--- config.mk ---
export PLATFORM = sky130hd
export DESIGN_NAME = prr_ctrl
export DESIGN_NICKNAME = d
export VERILOG_FILES = /design/src/sv/prr_pkg.sv /design/src/sv/prr_ctrl.sv
export SDC_FILE = /design/constraint.sdc
export NUM_CORES = 1
export LEC_CHECK = 0
export BUFFER_PORTS_ARGS = -buffer_cell sky130_fd_sc_hd__buf_2
export CAP_MARGIN = 10
export CORE_AREA = 2 2 39 41
export CTS_CLUSTER_DIAMETER = 50
export DETAILED_ROUTE_END_ITERATION = 6
export DIE_AREA = 0 0 41 43
export GPL_ROUTABILITY_DRIVEN = 0
export PLACE_DENSITY = 0.3
export RECOVER_POWER = 100
export SLEW_MARGIN = 10
export SYNTH_ARGS = -nofsm -noshare
export SYNTH_HDL_FRONTEND = slang
export SYNTH_SLANG_ARGS = --single-unit
--- constraint.sdc ---
create_clock -name clock -period 0.8 [get_ports clock]
set_input_delay 0 -clock clock [delete_from_list [all_inputs] [get_ports clock]]
set_output_delay 0 -clock clock [all_outputs]
set_load 0.05 [all_outputs]
--- src/sv/prr_pkg.sv ---
// prr_pkg: shared types and constants of the preemption record/replay unit.
// No dependencies; all other files but prr_ram refer to it by scoped names.
package prr_pkg;

   localparam int CMD_W      = 2;
   localparam int CLOCK_W    = 64;
   localparam int IDX_W      = 10;
   localparam int CNT_OUT_W  = 11;
   localparam int OVF_W      = 32;
   localparam int STATUS_W   = 2;
   localparam int MODE_W     = 2;
   localparam int CSR_ADDR_W = 3;
   localparam int CSR_DATA_W = 32;

   localparam logic CSR_REG_MODE = 1'b0;

   typedef enum logic [CMD_W-1:0] {
      CMD_DECIDE = 2'd0,
      CMD_BEGIN  = 2'd1,
      CMD_LOAD   = 2'd2,
      CMD_READ   = 2'd3
   } cmd_type;

   typedef enum logic [MODE_W-1:0] {
      MODE_OFF    = 2'd0,
      MODE_RECORD = 2'd1,
      MODE_REPLAY = 2'd2
   } mode_type;

   typedef enum logic [STATUS_W-1:0] {
      STAT_OK    = 2'd0,
      STAT_FULL  = 2'd1,
      STAT_RANGE = 2'd2
   } status_type;

   typedef struct packed {
      logic capture;
      logic commit;
   } ctrl_cmd_type;

endpackage

--- src/sv/prr_ctrl.sv ---
// prr_ctrl: two-state sequencer for the request/response handshake.
// Depends on prr_pkg; drives capture and commit commands into prr_datapath.
module prr_ctrl (
   input  logic                  clock,
   input  logic                  reset,
   input  logic                  req_valid,
   output logic                  req_ready,
   output logic                  rsp_valid,
   input  logic                  rsp_ready,
   output prr_pkg::ctrl_cmd_type ctrl
);

   typedef enum logic [1:0] {
      S_IDLE = 2'b01,
      S_EXEC = 2'b10
   } state_type;

   state_type state_ff, state_in;
   logic      rsp_valid_ff, rsp_valid_in;
   logic      commit;

   assign req_ready    = (state_ff == S_IDLE);
   assign commit       = (state_ff == S_EXEC) && (!rsp_valid_ff || rsp_ready);
   assign ctrl.capture = req_valid && req_ready;
   assign ctrl.commit  = commit;
   assign rsp_valid    = rsp_valid_ff;

   always_comb begin
      state_in = state_ff;
      unique case (state_ff)
         S_IDLE: begin
            if (req_valid) state_in = S_EXEC;
         end
         S_EXEC: begin
            if (commit) state_in = S_IDLE;
         end
         default: state_in = S_IDLE;
      endcase
   end

   always_comb begin
      if (commit) begin
         rsp_valid_in = 1'b1;
      end else if (rsp_ready) begin
         rsp_valid_in = 1'b0;
      end else begin
         rsp_valid_in = rsp_valid_ff;
      end
   end

   always_ff @(posedge clock) begin
      if (reset) begin
         state_ff     <= S_IDLE;
         rsp_valid_ff <= 1'b0;
      end else begin
         state_ff     <= state_in;
         rsp_valid_ff <= rsp_valid_in;
      end
   end

endmodule

* Word-level counts from Yosys, hierarchy flattened
Index checks and enable logic that the tools add are counted.
Word-level totals: bits in latches 0, flip-flop bits (word level) 3, RAM bits 0, word-level logic and storage cells 17, bits of input ports 4, bits in read-only memories 0, memories kept 0
Cells by class: add/sub/neg operators 0, multiplexer cells 5, $lt $le $gt $ge 0, divide/modulo/power cells 0, equal/unequal tests 4, bitwise logic cells 0, reductions and logical operators 6, multiply operators 0, shift-type cells 0
Operators with widths (count):
- 2-to-1 mux 2 bit | 2
- inequality test 2 bit, second input constant | 2
- one-hot mux 2 bit (2 select lines) | 1
- == test 2 x 1 -> 1 bit, second input constant | 1
- == test 2 bit, second input constant | 1
- logical AND 1 bit | 2
- 2-to-1 mux 1 bit | 2
- AND reduction 2 bit | 1
- nonzero test 2 bit | 1
- logical NOT 1 bit | 1
- logical OR 1 bit | 1

* Depth between registers and ports, before layout
depth in word-level cells 5, gate-level depth with buffers 3

* Least setup slack after synthesis
No wires, ideal clock.
path type register to register, start register state_ff[1], end register state_ff[0], arrival 971 ps, required time 662 ps, period minus slack after synthesis 1109 ps, slack -309 ps, path buffers 0, setup time 138 ps, stages on the path, launching flop included 3, cell sequence dfxtp_1 -> and3b_1 -> o21bai_1
Between the ends: longest elaborated chain between the ends 4
RTL lines:
- start, declared | RTL line prr_ctrl.sv:18 | state_type state_ff, state_in;
- start signal, assigned | RTL line prr_ctrl.sv:56 | state_ff <= state_in;
- == test 2 bit | RTL line prr_ctrl.sv:23, prr_ctrl.sv:30
- logical AND 1 bit | RTL line prr_ctrl.sv:23 | assign commit = (state_ff == S_EXEC) && (!rsp_valid_ff || rsp_ready);
- inequality test 2 bit (no line)
- AND reduction 2 bit (no line)
Several ways; a longest one is shown, not always the timed one. A chain may end at the register's enable or synchronous reset.

==> results.json <==
{
  "initial_utilization_pct": 9.86,
  "detailedRoute.firstIterationViolations": 0,
  "crit_slowest_cell": "sky130_fd_sc_hd__dfxtp_4",
  "grt_overflow_total": 0,
  "worstPathArrival_ns": 0.99,
  "outcome": "finished, violations left",
  "tritoncts_clock_tree": "done",
  "port_buffers": 7,
  "vias": 143,
  "drtPass1Iterations": 1,
  "setup.worst_path.end_class": "primary output",
  "cell_depth_of_the_worst_flop_to_flop_path": 3,
  "fraction_of_the_yosys_area_taken_by_sequential_cells_pct": 44.0,
  "finalSetupViolCount": 5,
  "route.antenna.remaining_nets": 0,
  "drt_drc_violations_left": 0,
  "worst_setup_path_start_kind": "register",
  "finalSetupTns_ns": -0.817,
  "totalPowerFinal_uw": 555,
  "die_area_um2": 1760,
  "cp_slowest_stage_delay_ns": 0.35,
  "cts.path.max_buffers": 2,
  "clockRootBuffer": "sky130_fd_sc_hd__clkbuf_4",
  "floorplan.die.width_um": 41,
  "worst_ep_required_time_ns": 0.80,
  "synth.net_count": 17,
  "critical_path_class": "register to primary output",
  "synthesis.yosys.warnings": 0,
  "dieHeight_um": 43,
  "timing.slew.headroom_pct": 90.3,
  "failed_checks": "negative setup slack",
  "finalHoldViolCount": 0,
  "largest_driver_fanout_on_the_critical_path": 4,
  "clk_latency_ns": 0.23,
  "fmax_mhz": 1010,
  "number_of_max_cap_violations": 0,
  "fin_skew_ns": 0.000724,
  "rsz0062_at_grt": "true",
  "post_synth_num_cell_types": 9,
  "p_leak_uw": 0.000153,
  "route.final.wire_length_um": 332,
  "ir_drop_v": 0.000975,
  "power_density_nw_per_um2": 1910,
  "diodes": 0,
  "worst_hold_path.num_cells": 3,
  "ys_ff_latch": 3,
  "dp_hpwl_um": 250,
  "drive_gt1_share_pct": 73.1,
  "finalMaxSlewViolations": 0,
  "grt_max_degree": 5,
  "syn-mean-instance-area_um2": 10.5,
  "std_cell_rows": 14,
  "worst_pin_slew_ns": 0.146,
  "fp.coreArea_um2": 1380,
  "cts.reportedPaths.clkPinSlew_ns": 0.04,
  "synth.cell_area_um2": 136,
  "antenna_found_initial": 0,
  "numCtsBuffers": 3,
  "wl_per_cell_um": 7.90,
  "track_usage_pct": 5.32,
  "cp_cell_sequence": "and3b_2, buf_8",
  "grt_pass1_vias": 140,
  "first_pass_grt_wire_length_um": 558,
  "layout.nets": 31,
  "final_period_minus_worst_setup_slack_ns": 0.990,
  "cts_sinks": 3,
  "areaGrowthSynthToFinish_pct": 113,
  "io_pins": 8,
  "worst_slack_ns": -0.190,
  "synth_cells": 13,
  "layout_worst_path_cycle_share_pct": 124,
  "worst_hold_path_type": "primary input to register",
  "drt-vias-per-instance": 3.40,
  "ctsHtreeMaxLevel": 1
}
==> layer usage <==
| layer | vias up | track usage, % | share of wire [%] |
|---|---|---|---|
| met5 | - | 0 | 0 |
| met4 | 0 | 0 | 0 |
| met3 | 0 | 7.85 | 12 |
| met2 | 9 | 5.94 | 36 |
| met1 | 63 | 6.09 | 51 |
| li1 | 71 | - | - |
==> path summary, 6_finish.rpt <==
kind,startpoint,to,slack (ns)
worst min-delay path,rsp_ready,rsp_valid,0.07
worst max register to register,state_ff[1],state_ff[1],-0.19
worst min register to register,rsp_valid,rsp_valid,0.50
worst max-delay path,state_ff[1],ctrl[1],-0.19
==> synth_stat cells (all sizes together) <==
cell	count	area, um2
dfxtp	3	60.1
nand2b	2	12.5
nor2b	2	12.5
a21oi	1	5.00
and3b	1	8.76
and4bb	1	12.5
buf	1	7.51
o21ba	1	10.0
o21bai	1	7.51
==> where the power goes <==
| group | leakage [uW] | total, uW | switching, uW | internal (uW) |
|---|---|---|---|---|
| Clock | 0.0000150 | 266 | 78.6 | 187 |
| Sequential | 0.0000255 | 166 | 8.07 | 158 |
| Combinational | 0.000113 | 124 | 61.8 | 62.3 |
| Total | 0.000153 | 555 | 148 | 407 |
==> cells in the final DEF, fill, tap and decap left out, types with 2 or more instances in the layout <==
| cell type | synthesis | layout |
|---|---|---|
| sky130_fd_sc_hd__buf_2 | 0 | 3 |
| sky130_fd_sc_hd__buf_4 | 1 | 3 |
| sky130_fd_sc_hd__buf_6 | 0 | 2 |
| sky130_fd_sc_hd__clkbuf_4 | 0 | 3 |
| sky130_fd_sc_hd__dfxtp_2 | 0 | 2 |
| sky130_fd_sc_hd__nor2b_4 | 0 | 2 |
==> registers in the layout, summed over array words and instances, names as in the netlist <==
register   count
state_ff       2
rsp_valid      1
==> layout make-up <==
cell class	instances	area, um2
clock buffer	4	26.3
timing repair buffer	10	85.1
sequential	3	66.3
multi-input combinational	9	92.6
fill	162	1090
tap	16	20.0
==> per-stage QoR <==
stage          hold slack, ns  std cells  util (%)  setup slack (ns)  area [um2]
3_5_place_dp            0.181         36      14.3           -0.0438         198
3_3_place_gp            0.177         36      14.3           -0.0368         198
6_report               0.0662         42      21.0            -0.190         290
2_1_floorplan          0.0617         13         -            -0.148         143
5_1_grt                0.0799         42      21.0            -0.227         290
4_1_cts                0.0599         42      20.3            -0.204         282
==> worst max-delay path, delay by kind of cell (launching register included) <==
| kind | cells | cell delay [ns] |
|---|---|---|
| and+or+nand+nor | 1 | 0.26 |
| buffers and inverters | 1 | 0.15 |
| DFF | 1 | 0.35 |
==> what timing repair did <==
item,in CTS,in global routing
buffers inserted,1,0
pin swaps,1,0
hold buffers,1,0
setup endpoints to repair,5,5
hold endpoints to repair,2,0
resized for setup,12,2
==> kinds of logic (layout without fill, tap and decap cells) <==
family	count (synthesis)	count (layout)	share of synthesized area [%]
buffers and inverters	1	14	5.51
AOI/OAI and AO/OA	3	3	16.5
and+or+nand+nor	6	6	33.9
DFF	3	3	44.0
No activity file was read; power rests on OpenSTA's default activity.
